**src/sv/prp_pkg.sv**
```systemverilog
// ----------------------------------------------------------------------------
// prp_pkg
// Shared types and codes of the PageRank power iteration block.
// ----------------------------------------------------------------------------
package prp_pkg;

    localparam int NODE_W = 10;

    localparam logic [1:0] CMD_LOAD  = 2'd0;
    localparam logic [1:0] CMD_RUN   = 2'd1;
    localparam logic [1:0] CMD_READ  = 2'd2;
    localparam logic [1:0] CMD_CLEAR = 2'd3;

    localparam logic [1:0] ST_OK    = 2'd0;
    localparam logic [1:0] ST_FULL  = 2'd1;
    localparam logic [1:0] ST_RANGE = 2'd2;

    localparam logic [1:0] CFG_NODE_COUNT = 2'd0;
    localparam logic [1:0] CFG_DAMPING    = 2'd1;
    localparam logic [1:0] CFG_TOLERANCE  = 2'd2;
    localparam logic [1:0] CFG_ITER_LIMIT = 2'd3;

    typedef struct packed {
        logic [1:0]        command;
        logic [NODE_W-1:0] source_node;
        logic [NODE_W-1:0] dest_node;
    } prp_req_t;

    typedef struct packed {
        logic [31:0] rank_value;
        logic [15:0] iterations_done;
        logic        converged;
        logic [1:0]  status;
    } prp_rsp_t;

    typedef enum logic [1:0] {
        DIV_INIT,
        DIV_OFFSET,
        DIV_EDGE
    } prp_div_sel_t;

    typedef struct packed {
        logic         cap;
        logic         idx_clr;
        logic         idx_inc;
        logic         clr_wr;
        logic         ec_clr;
        logic         load_rd;
        logic         load_wr;
        logic         rank_rd;
        logic         run_start;
        logic         div_start;
        prp_div_sel_t div_sel;
        logic         fill_wr;
        logic         iter_start;
        logic         edge_rd;
        logic         edge_op;
        logic         acc_rd;
        logic         acc_wr;
        logic         node_rd;
        logic         node_mul;
        logic         node_wr;
        logic         iter_end;
        logic         res_set;
    } prp_cmd_t;

    typedef struct packed {
        logic [1:0] cmd;
        logic       in_bad;
        logic       idx_last_n;
        logic       idx_last_max;
        logic       idx_last_edge;
        logic       edge_none;
        logic       edge_skip;
        logic       deg_zero;
        logic       div_done;
        logic       conv_hit;
        logic       lim_hit;
    } prp_sts_t;

endpackage

```
**src/sv/prp_ctrl.sv**
```systemverilog
// ----------------------------------------------------------------------------
// prp_ctrl
// Controller: sequences load, read, clear and the power iteration runs.
// ----------------------------------------------------------------------------
module prp_ctrl (
    input  logic              clk,
    input  logic              rst_n,
    input  logic              req_valid,
    output logic              req_stall,
    output logic              rsp_valid,
    input  logic              rsp_stall,
    input  prp_pkg::prp_sts_t sts,
    output prp_pkg::prp_cmd_t cmd
);

    typedef enum logic [4:0] {
        S_CLR,
        S_IDLE,
        S_DISPATCH,
        S_LOAD_WR,
        S_RUN_W0,
        S_RUN_D1,
        S_RUN_W1,
        S_FILL,
        S_IT_START,
        S_EDGE_RD,
        S_EDGE_OP,
        S_EDGE_DIV,
        S_EDGE_W,
        S_ACC_RD,
        S_ACC_WR,
        S_EDGE_NEXT,
        S_NODE_RD,
        S_NODE_MUL,
        S_NODE_WR,
        S_IT_END,
        S_FIN
    } state_t;

    state_t state_reg;
    state_t state_next;
    logic   rsp_valid_reg;
    logic   clr_rsp_reg;
    logic   clr_rsp_next;
    logic   accept;

    assign req_stall = (state_reg != S_IDLE);
    assign rsp_valid = rsp_valid_reg;
    assign accept    = req_valid && !req_stall;

    always_comb
    begin
        cmd          = '0;
        state_next   = state_reg;
        clr_rsp_next = clr_rsp_reg;
        unique case (state_reg)
            S_CLR:
            begin
                cmd.clr_wr = 1'b1;
                if (sts.idx_last_max)
                begin
                    cmd.idx_clr  = 1'b1;
                    clr_rsp_next = 1'b0;
                    state_next   = clr_rsp_reg ? S_FIN : S_IDLE;
                end
                else
                begin
                    cmd.idx_inc = 1'b1;
                end
            end
            S_IDLE:
            begin
                cmd.cap = accept;
                if (accept)
                    state_next = S_DISPATCH;
            end
            S_DISPATCH:
            begin
                unique case (sts.cmd)
                    prp_pkg::CMD_LOAD:
                    begin
                        if (sts.in_bad)
                            state_next = S_FIN;
                        else
                        begin
                            cmd.load_rd = 1'b1;
                            state_next  = S_LOAD_WR;
                        end
                    end
                    prp_pkg::CMD_RUN:
                    begin
                        cmd.run_start = 1'b1;
                        cmd.idx_clr   = 1'b1;
                        cmd.div_start = 1'b1;
                        cmd.div_sel   = prp_pkg::DIV_INIT;
                        state_next    = S_RUN_W0;
                    end
                    prp_pkg::CMD_READ:
                    begin
                        cmd.rank_rd = 1'b1;
                        state_next  = S_FIN;
                    end
                    default:
                    begin
                        cmd.ec_clr   = 1'b1;
                        cmd.idx_clr  = 1'b1;
                        clr_rsp_next = 1'b1;
                        state_next   = S_CLR;
                    end
                endcase
            end
            S_LOAD_WR:
            begin
                cmd.load_wr = 1'b1;
                state_next  = S_FIN;
            end
            S_RUN_W0:
            begin
                if (sts.div_done)
                    state_next = S_RUN_D1;
            end
            S_RUN_D1:
            begin
                cmd.div_start = 1'b1;
                cmd.div_sel   = prp_pkg::DIV_OFFSET;
                state_next    = S_RUN_W1;
            end
            S_RUN_W1:
            begin
                if (sts.div_done)
                    state_next = S_FILL;
            end
            S_FILL:
            begin
                cmd.fill_wr = 1'b1;
                if (sts.idx_last_n)
                    state_next = S_IT_START;
                else
                    cmd.idx_inc = 1'b1;
            end
            S_IT_START:
            begin
                cmd.iter_start = 1'b1;
                cmd.idx_clr    = 1'b1;
                state_next     = sts.edge_none ? S_NODE_RD : S_EDGE_RD;
            end
            S_EDGE_RD:
            begin
                cmd.edge_rd = 1'b1;
                state_next  = S_EDGE_OP;
            end
            S_EDGE_OP:
            begin
                if (sts.edge_skip)
                    state_next = S_EDGE_NEXT;
                else
                begin
                    cmd.edge_op = 1'b1;
                    state_next  = S_EDGE_DIV;
                end
            end
            S_EDGE_DIV:
            begin
                if (sts.deg_zero)
                    state_next = S_EDGE_NEXT;
                else
                begin
                    cmd.div_start = 1'b1;
                    cmd.div_sel   = prp_pkg::DIV_EDGE;
                    state_next    = S_EDGE_W;
                end
            end
            S_EDGE_W:
            begin
                cmd.div_sel = prp_pkg::DIV_EDGE;
                if (sts.div_done)
                    state_next = S_ACC_RD;
            end
            S_ACC_RD:
            begin
                cmd.acc_rd = 1'b1;
                state_next = S_ACC_WR;
            end
            S_ACC_WR:
            begin
                cmd.acc_wr = 1'b1;
                state_next = S_EDGE_NEXT;
            end
            S_EDGE_NEXT:
            begin
                if (sts.idx_last_edge)
                begin
                    cmd.idx_clr = 1'b1;
                    state_next  = S_NODE_RD;
                end
                else
                begin
                    cmd.idx_inc = 1'b1;
                    state_next  = S_EDGE_RD;
                end
            end
            S_NODE_RD:
            begin
                cmd.node_rd = 1'b1;
                state_next  = S_NODE_MUL;
            end
            S_NODE_MUL:
            begin
                cmd.node_mul = 1'b1;
                state_next   = S_NODE_WR;
            end
            S_NODE_WR:
            begin
                cmd.node_wr = 1'b1;
                if (sts.idx_last_n)
                    state_next = S_IT_END;
                else
                begin
                    cmd.idx_inc = 1'b1;
                    state_next  = S_NODE_RD;
                end
            end
            S_IT_END:
            begin
                cmd.iter_end = 1'b1;
                state_next   = (sts.conv_hit || sts.lim_hit) ? S_FIN : S_IT_START;
            end
            S_FIN:
            begin
                // hold while the previous result still waits
                if (!(rsp_valid_reg && rsp_stall))
                begin
                    cmd.res_set = 1'b1;
                    state_next  = S_IDLE;
                end
            end
            default:
            begin
                state_next = S_IDLE;
            end
        endcase
    end

    always_ff @(posedge clk or negedge rst_n)
    begin
        if (!rst_n)
        begin
            state_reg     <= S_CLR;
            rsp_valid_reg <= 1'b0;
            clr_rsp_reg   <= 1'b0;
        end
        else
        begin
            state_reg   <= state_next;
            clr_rsp_reg <= clr_rsp_next;
            if (cmd.res_set)
                rsp_valid_reg <= 1'b1;
            else if (!rsp_stall)
                rsp_valid_reg <= 1'b0;
        end
    end

endmodule

```
**config.mk**
```make
export PLATFORM = sky130hd
export DESIGN_NAME = prp_ctrl
export DESIGN_NICKNAME = d
export VERILOG_FILES = /design/src/sv/prp_pkg.sv /design/src/sv/prp_ctrl.sv
export SDC_FILE = /design/constraint.sdc
export NUM_CORES = 1
export LEC_CHECK = 0
export BUFFER_PORTS_ARGS = -buffer_cell sky130_fd_sc_hd__buf_2
export CORE_ASPECT_RATIO = 0.6
export CORE_MARGIN = 2
export CORE_UTILIZATION = 44
export CTS_BUF_LIST = sky130_fd_sc_hd__clkbuf_8
export DETAILED_ROUTE_END_ITERATION = 6
export HOLD_SLACK_MARGIN = 0.1
export PLACE_DENSITY_LB_ADDON = 0.25
export SLEW_MARGIN = 10
export SYNTH_ARGS = -nofsm -noshare
export SYNTH_HDL_FRONTEND = slang
export SYNTH_SLANG_ARGS = --single-unit
```
**constraint.sdc**
```tcl
create_clock -name clk -period 2.67 [get_ports clk]
set_input_delay 0.534 -clock clk [delete_from_list [all_inputs] [get_ports clk]]
set_output_delay 0.534 -clock clk [all_outputs]
set_load 0.03 [all_outputs]
```
Yosys cells after proc, flatten, opt, wreduce, memory -nomap -nowiden
Cells that the tools add are included.

operators by class
  reduce and logical (&&, ||, !) cells = 12
  multiplexer cells = 56
  equality and inequality tests = 32

operators by type and width
  operator            number
  $pmux 5 s21         1
  $mux 5              12
  $eq 5x4->1 const B  8
  $mux 1              30
  $eq 5x5->1 const B  5
  $eq 5x3->1 const B  4
  $ne 2x2->1 const B  8
  $pmux 5 s3          1
  $eq 5x2->1 const B  2
  $mux 2              4
  $pmux 2 s4          1
  $reduce_and 7->1    1
  $mux 3              2
  $pmux 1 s3          2
  $eq 5x1->1 const B  1
  $logic_not 5->1     1
  $ne 5x1->1 const B  1
  $mux 4              1
  $pmux 1 s4          1
  $reduce_or 2->1     2
  $reduce_and 3->1    1
  $reduce_or 3->1     1
  $eq 2x1->1 const B  1
  $eq 2x2->1 const B  1
  other kinds (7)     8

storage, ports and cells
  input port bits = 16
  flip-flop bits (word level) = 7
  output and inout port bits = 25

Longest topological paths before layout
Gate-level depths: netlist of the first run.

  word-level depth = 5
  mapped depth = 7

Worst setup path after synthesis of the first run
OpenSTA, ideal clock, no wires.

  kind = reg-to-output
  from = reg state_reg[4]
  to = out cmd[20] (netlist bit)
  required time = 2.136 ns
  cell stages (with the launch flop) = 6
  arrival time = 2.000 ns
  path buffers = 2
  slack = 0.136 ns
  cell sequence = dfrtp_1 -> buf_2 -> clkbuf_1 -> nor3b_1 -> a21oi_1 -> o41ai_1

RTL lines
  item                      RTL line         source
  start: declaration        prp_ctrl.sv:40   state_t state_reg;
  start signal: assignment  prp_ctrl.sv:254  state_reg <= state_next;
  end: declaration          prp_ctrl.sv:13   output prp_pkg::prp_cmd_t cmd

==> impl_metrics.json, run 1 <==
{
  "synth.cell_area_mm2": 0.00102,
  "die-area_mm2": 0.00273,
  "grt_pass1_vias": 1000,
  "synthAdderAreaFrac_pct": 6.13,
  "cts_buffers": 3,
  "max_slew_margin_pct": 73.4,
  "drc": 0,
  "synth_top_family_by_area": "simple AND/OR/NAND/NOR gates",
  "n_antenna_cell": 0,
  "wl_um": 3580,
  "initial_core_util_pct": 46.8,
  "synth_mux_area_share_pct": 2.45,
  "vias": 1312,
  "placementRows": 13,
  "status": "finished, final reports clean",
  "p_per_area_mw_per_mm2": 1240,
  "cp_max_fo": 8,
  "vdd_drop_max_mv": 0.740,
  "dr.pass1.iters": 5,
  "coreArea_mm2": 0.00218,
  "final-hold-violation-count": 0,
  "finalClockSkew_ns": 0.00319,
  "max_cap_viol_count": 0,
  "ant_nets": 0,
  "synth_flop_cell": "dfrtp_1",
  "final_util_pct": 59.8,
  "reg2regPathDepth": 6,
  "cp.depth": 5,
  "cp_slowest_cell": "dfrtp_1",
  "path_cells": "or3_4 > or3_1 > o31a_1 > o41ai_1 > buf_2",
  "via_per_inst": 6.16,
  "cts_tree": "done",
  "grtUsageMet3_pct": 7.80,
  "power_uw": 1620,
  "insertion_delay_ns": 0.23,
  "drv_slew": 0,
  "path_clk_slew_ns": 0.04,
  "syn_inst": 144,
  "synthXorXnorAreaFrac_pct": 0,
  "cp-startpoint": "state_reg[3]",
  "largest_reg_flops": 5,
  "worstPathArrival_ns": 2.02,
  "ys_types": 47,
  "antenna_found_initial": 0,
  "setup_viol": 0,
  "dr.first_iter.drc_count": 191,
  "synthTopCellsByCount": "nor2_1 (16), nand2_1 (14), nor3_1 (10)",
  "nets": 205,
  "syn-num-nets": 165,
  "synthTopCellsByArea": "dfrtp_1 (17%), ha_1 (6.1%), nor2_1 (5.9%)",
  "cts_sinks": 7,
  "required_ns": 2.14,
  "dp_hpwl_um": 2840,
  "postLayoutCellArea_mm2": 0.00130,
  "synth_compound_area_share_pct": 27.3,
  "reg2reg_slack_ns": 0.65,
  "use_met1_pct": 41.0,
  "p_leak_uw": 0.000641,
  "cts-root-buf": "clkbuf_8",
  "synth_seq_cells": 7,
  "grt_start_max_net_pins": 18,
  "die_y_um": 41.3,
  "async_flop_share_pct": 100,
  "endpoint": "cmd[20]",
  "seq_area_frac_synth_pct": 17.2,
  "globalplace.congestion": 0.959,
  "crit_family": "simple AND/OR/NAND/NOR gates",
  "numPortBuffers": 40,
  "path_class": "register to output pin",
  "post_cts_resized": 0,
  "yosysTopAreaCell": "dfrtp_1",
  "synth_edf_count": 0,
  "tightest_slew_ns": 0.396,
  "drive_above_1_share_pct": 30.1,
  "place_ws_ns": 0.383,
  "fin_ws_ns": 0.112,
  "fillCellCount": 201,
  "ys_warn_count": 0,
  "grt_pass1_wl_um": 5310,
  "cts_buffer_depth": 2,
  "tns_ns": 0,
  "rsz0062_at_grt": "false",
  "synth_most_common_cell": "nor2_1",
  "period_share_pct": 95.8,
  "grt_use_total_pct": 27.6,
  "post_cts_buffers": 0,
  "fmax_mhz": 391,
  "slowest_delay_ns": 0.45,
  "gr-total-overflow": 0,
  "synth-simple-area-share_pct": 40.6,
  "timing.rr.end": "state_reg[0]",
  "die_x_um": 66.2,
  "rr_startpoint": "state_reg[0]",
  "startpoint_type": "register",
  "h-tree-depth": 1,
  "end_kind": "output pin",
  "ctsHoldBuffers": 0,
  "min_period_ns": 2.56,
  "hold_class": "primary input to asynchronous set/reset pin",
  "worst-path-buf-inv": 1,
  "synthToLayoutAreaGrowth_pct": 27.7,
  "synth_top_area_share_pct": 17.2,
  "wire_per_inst_um": 16.8,
  "avgSynthCellArea_um2": 7.09,
  "placed_area_mm2": 0.00126,
  "io_pins": 41,
  "busiest_layer": "met1",
  "globalRouteMet2Util_pct": 40.0
}
==> placed cells by master, fill, tap and decap left out, types with 5 or more instances in the layout <==
cell,count
ha_1,5
buf_4,7
dfrtp_1,7
a21oi_1,8
nor3_1,10
nor2_1,16
nand2_1,14
nor2b_1,5
buf_2,40
nand2b_1,6
==> cells by family (layout without fill, tap and decap cells) <==
kind of cell    Yosys count  in the layout
compound gates           39             39
fa+ha+maj                 5              5
buf+inv                  15             54
flops                     7              7
mux                       2              2
simple gates             76             76
==> worst min-delay path by stage <==
stage | cells past startpoint | to | startpoint | slack (ns)
detailed placement | 1 | state_reg[1] | rst_n | 0.38
global route | 1 | state_reg[2] | rst_n | 0.14
CTS | 1 | state_reg[1] | rst_n | 0.13
finish | 1 | state_reg[1] | rst_n | 0.13
global placement | 1 | state_reg[1] | rst_n | 0.37
floorplan | 0 | clr_rsp_reg | rst_n | 0.24
==> where the power goes <==
part	internal, uW	switching, uW	total, uW	leakage [uW]
Sequential	158	88.4	247	0.0000898
Combinational	454	763	1220	0.000526
Clock	102	53.3	155	0.0000255
Total	714	905	1620	0.000641
==> cell type report <==
type | instances | area, um2 | area share, %
tap | 30 | 37.5 | 2.88
timing repair buffer | 47 | 253 | 19.4
clock buffer | 3 | 41.3 | 3.17
clock inverter | 1 | 5.00 | 0.384
multi-input combinational | 122 | 781 | 59.9
sequential | 7 | 175 | 13.4
inverter | 3 | 11.3 | 0.864
==> layer usage <==
metal / part of all wire, % / wire length, um / vias up
li1: - / - / 609
met1: 44 / 1590 / 604
met2: 41 / 1470 / 95
met3: 14 / 493 / 4
met4: 0.73 / 26 / 0
met5: 0 / 0 / -
==> per-stage QoR <==
| step | cells | hold WS (ns) |
|---|---|---|
| 2_1_floorplan | 144 | 0.238 |
| 3_3_place_gp | 209 | 0.372 |
| 3_5_place_dp | 209 | 0.384 |
| 4_1_cts | 213 | 0.134 |
| 5_1_grt | 213 | 0.136 |
| 6_report | 213 | 0.132 |
Note: power is estimated with default switching activity, not from simulation.
==> run 2, diff against run 1 <==
--- a/config.mk
+++ b/config.mk
@@ -6,13 +6,16 @@
 export NUM_CORES = 1
 export LEC_CHECK = 0
 export BUFFER_PORTS_ARGS = -buffer_cell sky130_fd_sc_hd__buf_2
+export CELL_PAD_IN_SITES_DETAIL_PLACEMENT = 1
+export CELL_PAD_IN_SITES_GLOBAL_PLACEMENT = 2
 export CORE_ASPECT_RATIO = 0.6
 export CORE_MARGIN = 2
-export CORE_UTILIZATION = 44
+export CORE_UTILIZATION = 26
 export CTS_BUF_LIST = sky130_fd_sc_hd__clkbuf_8
 export DETAILED_ROUTE_END_ITERATION = 6
 export HOLD_SLACK_MARGIN = 0.1
 export PLACE_DENSITY_LB_ADDON = 0.25
+export RECOVER_POWER = 50
 export SLEW_MARGIN = 10
 export SYNTH_ARGS = -nofsm -noshare
 export SYNTH_HDL_FRONTEND = slang
==> constraint.sdc (replaced) <==
create_clock -name clk -period 2.7 [get_ports clk]
set_input_delay 0.54 -clock clk [delete_from_list [all_inputs] [get_ports clk]]
set_output_delay 0.54 -clock clk [all_outputs]
set_load 0.03 [all_outputs]
==> run 2 against run 1 <==
  * Setup slack better by 0.018 ns
  * Total power is 1.4% lower
  * Sequential share of layout area hardly changed
  * First-iteration DRC count is 59% lower
  * Clock skew is 0.0013 ns lower
  * Critical endpoint unchanged
  * Largest cell class unchanged
  * Largest power group unchanged
==> impl_metrics.json, run 2 (synthesized netlist as in run 1, its figures left out) <==
{
  "cts_tree": "done",
  "setup_viol": 0,
  "vdd_drop_max_mv": 0.620,
  "drv_slew": 0,
  "rr_startpoint": "state_reg[1]",
  "worstPathArrival_ns": 2.03,
  "period_share_pct": 95.2,
  "coreArea_mm2": 0.00372,
  "p_leak_uw": 0.000614,
  "nets": 206,
  "drc": 0,
  "cts_buffer_depth": 2,
  "die_x_um": 84.9,
  "tns_ns": 0,
  "insertion_delay_ns": 0.22,
  "max_cap_viol_count": 0,
  "layout_common_cells": "buf_2 (33), nor2_1 (16), nand2_1 (14)",
  "grt_use_total_pct": 19.8,
  "io_pins": 41,
  "n_antenna_cell": 0,
  "gr-total-overflow": 0,
  "cts-root-buf": "clkbuf_8",
  "postLayoutCellArea_mm2": 0.00132,
  "grt_pass1_vias": 1291,
  "initial_core_util_pct": 27.4,
  "antenna_found_initial": 0,
  "largest_reg_flops": 5,
  "reg2reg_slack_ns": 0.54,
  "fmax_mhz": 389,
  "tightest_slew_ns": 0.463,
  "dr.first_iter.drc_count": 78,
  "reg2regPathDepth": 5,
  "dp_hpwl_um": 3370,
  "placementRows": 17,
  "globalplace.congestion": 0.847,
  "timing.rr.end": "state_reg[0]",
  "dr.pass1.iters": 4,
  "hold_ws_ns": 0.205,
  "max_slew_margin_pct": 68.3,
  "min_period_ns": 2.57,
  "p_per_area_mw_per_mm2": 1210,
  "cp_max_fo": 15,
  "drive_above_1_share_pct": 25.5,
  "path_clk_slew_ns": 0.04,
  "ctsHoldBuffers": 0,
  "wire_per_inst_um": 17.4,
  "rsz0062_at_grt": "false",
  "wl_um": 4020,
  "synthToLayoutAreaGrowth_pct": 28.9,
  "final_common_cell": "buf_2",
  "die-area_mm2": 0.00446,
  "vias": 1245,
  "die_y_um": 52.5,
  "via_per_inst": 5.39,
  "placed_area_mm2": 0.00129,
  "numPortBuffers": 40,
  "power_uw": 1600,
  "required_ns": 2.16,
  "grt_start_max_net_pins": 20,
  "path_class": "register to output pin",
  "startpoint_type": "register",
  "end_kind": "output pin",
  "grt_pass1_wl_um": 6780,
  "finalClockSkew_ns": 0.00190,
  "post_cts_resized": 0,
  "ant_nets": 0,
  "status": "finished, final reports clean",
  "post_cts_buffers": 0,
  "final-hold-violation-count": 0,
  "cts_sinks": 7,
  "cts_buffers": 3,
  "hold_class": "primary input to asynchronous set/reset pin",
  "h-tree-depth": 1
}
run 2: cell type report:
cell class	count	area, um2
clock inverters	1	3.75
well taps	47	58.8
fillers	487	2410
inverters	3	11.3
multi-input cells	122	773
flip-flops and latches	7	176
repair buffers	48	251
clock buffers	3	41.3
run 2: stage by stage:
stage               setup slack [ns]  cells  utilization, %
global placement               0.410    227            34.6
floorplan                      0.160    144               -
CTS                            0.104    231            35.8
global route                  0.0459    231            35.4
finish                         0.130    231            35.4
detailed placement             0.345    227            34.6
run 2: worst max-delay path by stage:
stage	from	slack, ns	endpoint	depth (start not counted)
after floorplan	state_reg[4]	0.16	cmd[20]	5
final	state_reg[1]	0.13	cmd[20]	5
after CTS	state_reg[1]	0.10	cmd[20]	5
after global routing	state_reg[1]	0.05	cmd[20]	5
after detailed placement	state_reg[1]	0.35	cmd[20]	5
after global placement	state_reg[1]	0.41	cmd[20]	5
run 2: critical path, cell delays in order, from the launching register on:
cell and delay [ns]:
dfrtp_2 0.49, or3_1 0.42, or3_1 0.43, o31a_1 0.13, o41ai_1 0.07, buf_2 0.27
run 2: metal layers:
layer	global-route usage, %	up-vias	part of all wire [%]	routed length (um)
met5	0	-	0	0
met2	29.5	39	41	1650
met3	3.31	4	5.3	215
met1	29.0	594	53	2120
met4	6.08	0	0.92	37
li1	-	608	-	-
run 2: where the power goes:
part / switching, uW / internal, uW
Sequential: 72.8 / 158
Clock: 41.4 / 97.9
Combinational: 795 / 431
Total: 909 / 688
==> run 3, diff against run 2 <==
--- a/config.mk
+++ b/config.mk
@@ -8,7 +8,7 @@
 export BUFFER_PORTS_ARGS = -buffer_cell sky130_fd_sc_hd__buf_2
 export CELL_PAD_IN_SITES_DETAIL_PLACEMENT = 1
 export CELL_PAD_IN_SITES_GLOBAL_PLACEMENT = 2
-export CORE_ASPECT_RATIO = 0.6
+export CORE_ASPECT_RATIO = 1.1
 export CORE_MARGIN = 2
 export CORE_UTILIZATION = 26
 export CTS_BUF_LIST = sky130_fd_sc_hd__clkbuf_8
==> run 3 against run 2 <==
  * Non-clock buffer count down 3
  * Global-route usage decreased by 0.85 points
  * Via count is 0.88% lower
  * Clock power is 9% higher
  * Sequential share of layout area increased by 0.12 points
  * Wire length decreased by 2.2%
  * Total power down 4.2%
  * Combinational power is 6% lower
  * Count of clock-buffer cells in the layout unchanged
  * Setup slack improved by 0.055 ns
  * Largest power group unchanged
==> impl_metrics.json, run 3 (synthesized netlist as in run 1, its figures left out) <==
{
  "final-hold-violation-count": 0,
  "die_y_um": 69.7,
  "insertion_delay_ns": 0.23,
  "startpoint_type": "register",
  "worstPathArrival_ns": 1.97,
  "clock_power_share_pct": 9.9,
  "postLayoutCellArea_mm2": 0.00129,
  "drive_above_1_share_pct": 23.8,
  "post_cts_resized": 0,
  "antenna_found_initial": 0,
  "grt_pass1_wl_um": 6640,
  "placementRows": 23,
  "place_ws_ns": 0.397,
  "numPortBuffers": 40,
  "ant_nets": 0,
  "place_inst": 227,
  "io_pins": 41,
  "grt_use_total_pct": 18.9,
  "layout_common_cells": "buf_2 (33), nor2_1 (16), nand2_1 (14)",
  "final_common_cell": "buf_2",
  "nets": 203,
  "vias": 1234,
  "period_share_pct": 93.1,
  "h-tree-depth": 1,
  "die_x_um": 63.8,
  "grt_start_max_net_pins": 20,
  "post_cts_buffers": 0,
  "p_per_area_mw_per_mm2": 1180,
  "cts_tree": "done",
  "reg2reg_slack_ns": 0.53,
  "cts-root-buf": "clkbuf_8",
  "drc": 0,
  "p_sw_uw": 877,
  "netSwitchingFraction_pct": 57.4,
  "tns_ns": 0,
  "cp_max_fo": 6,
  "gr-total-overflow": 0,
  "wl_um": 3930,
  "die-area_mm2": 0.00444,
  "timing.rr.end": "state_reg[2]",
  "coreArea_mm2": 0.00371,
  "final_util_pct": 34.9,
  "max_slew_margin_pct": 68.9,
  "placed_area_mm2": 0.00127,
  "layout.cells.non_filler": 231,
  "hold_class": "primary input to asynchronous set/reset pin",
  "fin_ws_ns": 0.185,
  "tightest_slew_ns": 0.467,
  "rsz0062_at_grt": "false",
  "dr.pass1.iters": 4,
  "p_leak_uw": 0.000590,
  "vdd_drop_max_mv": 0.336,
  "ctsHoldBuffers": 0,
  "grt_pass1_vias": 1311,
  "cts_buffers": 3,
  "internal_power_uw": 652,
  "wire_per_inst_um": 17.0,
  "seqPwrFrac_pct": 14.3,
  "largest_reg_flops": 5,
  "n_antenna_cell": 0,
  "path_clk_slew_ns": 0.04,
  "status": "finished, final reports clean",
  "fmax_mhz": 398,
  "drv_slew": 0,
  "finalClockSkew_ns": 0.000306,
  "max_cap_viol_count": 0,
  "dr.first_iter.drc_count": 64,
  "via_per_inst": 5.34,
  "path_class": "register to output pin",
  "synthToLayoutAreaGrowth_pct": 26.8,
  "initial_core_util_pct": 27.5,
  "min_period_ns": 2.51,
  "dp_hpwl_um": 3190,
  "globalplace.congestion": 0.851,
  "end_kind": "output pin",
  "combPwrFrac_pct": 75.8,
  "setup_viol": 0,
  "reg2regPathDepth": 6,
  "cts_sinks": 7,
  "cts_buffer_depth": 2,
  "rr_startpoint": "state_reg[3]",
  "required_ns": 2.16
}
==> run 3: metrics by stage <==
step / hold WS [ns] / power [uW]
6_report: 0.202 / 1530
5_1_grt: 0.222 / 1670
4_1_cts: 0.137 / 1580
3_5_place_dp: 0.382 / 1420
3_3_place_gp: 0.383 / 1410
2_1_floorplan: 0.244 / 1090
==> run 3: cell type report <==
| class | count | area [um2] |
|---|---|---|
| Fill cell | 484 | 2420 |
| Timing Repair Buffer | 45 | 225 |
| Multi-Input combinational cell | 122 | 774 |
| Inverter | 3 | 11.3 |
| Clock inverter | 1 | 5.00 |
| Clock buffer | 3 | 41.3 |
| Tap cell | 50 | 62.6 |
| Sequential cell | 7 | 175 |
==> run 3: worst max-delay path, cell delays in order, from the launching register on <==
cell and delay [ns]:
dfrtp_1 0.45, or3_4 0.45, or3_1 0.40, o31a_1 0.12
o41ai_1 0.06, buf_2 0.26
==> run 3: power groups by stage <==
stage / logic (uW) / clock network, uW / registers (uW)
after global routing: 1270 / 165 / 232
final: 1160 / 151 / 219
after CTS: 1200 / 155 / 221
after detailed placement: 1200 / 0 / 222
after floorplan: 891 / 0 / 201
after global placement: 1190 / 0 / 222
==> run 3: worst max path at each step <==
| stage | from | end | slack, ns | cells past startpoint |
|---|---|---|---|---|
| floorplan | state_reg[4] | cmd[20] | 0.16 | 5 |
| global placement | state_reg[3] | cmd[20] | 0.44 | 5 |
| detailed placement | sts[10] | cmd[21] | 0.40 | 7 |
| CTS | state_reg[3] | cmd[20] | 0.17 | 5 |
| global route | state_reg[1] | cmd[13] | 0.05 | 5 |
| finish | state_reg[3] | cmd[20] | 0.19 | 5 |
==> run 3: metal layers <==
layer	GRT usage, %	part of all wire, %	up-vias
met1	23.4	42	592
met3	3.08	3.5	4
li1	-	-	603
met2	34.0	54	35
met5	0	0	-
met4	4.11	0.79	0
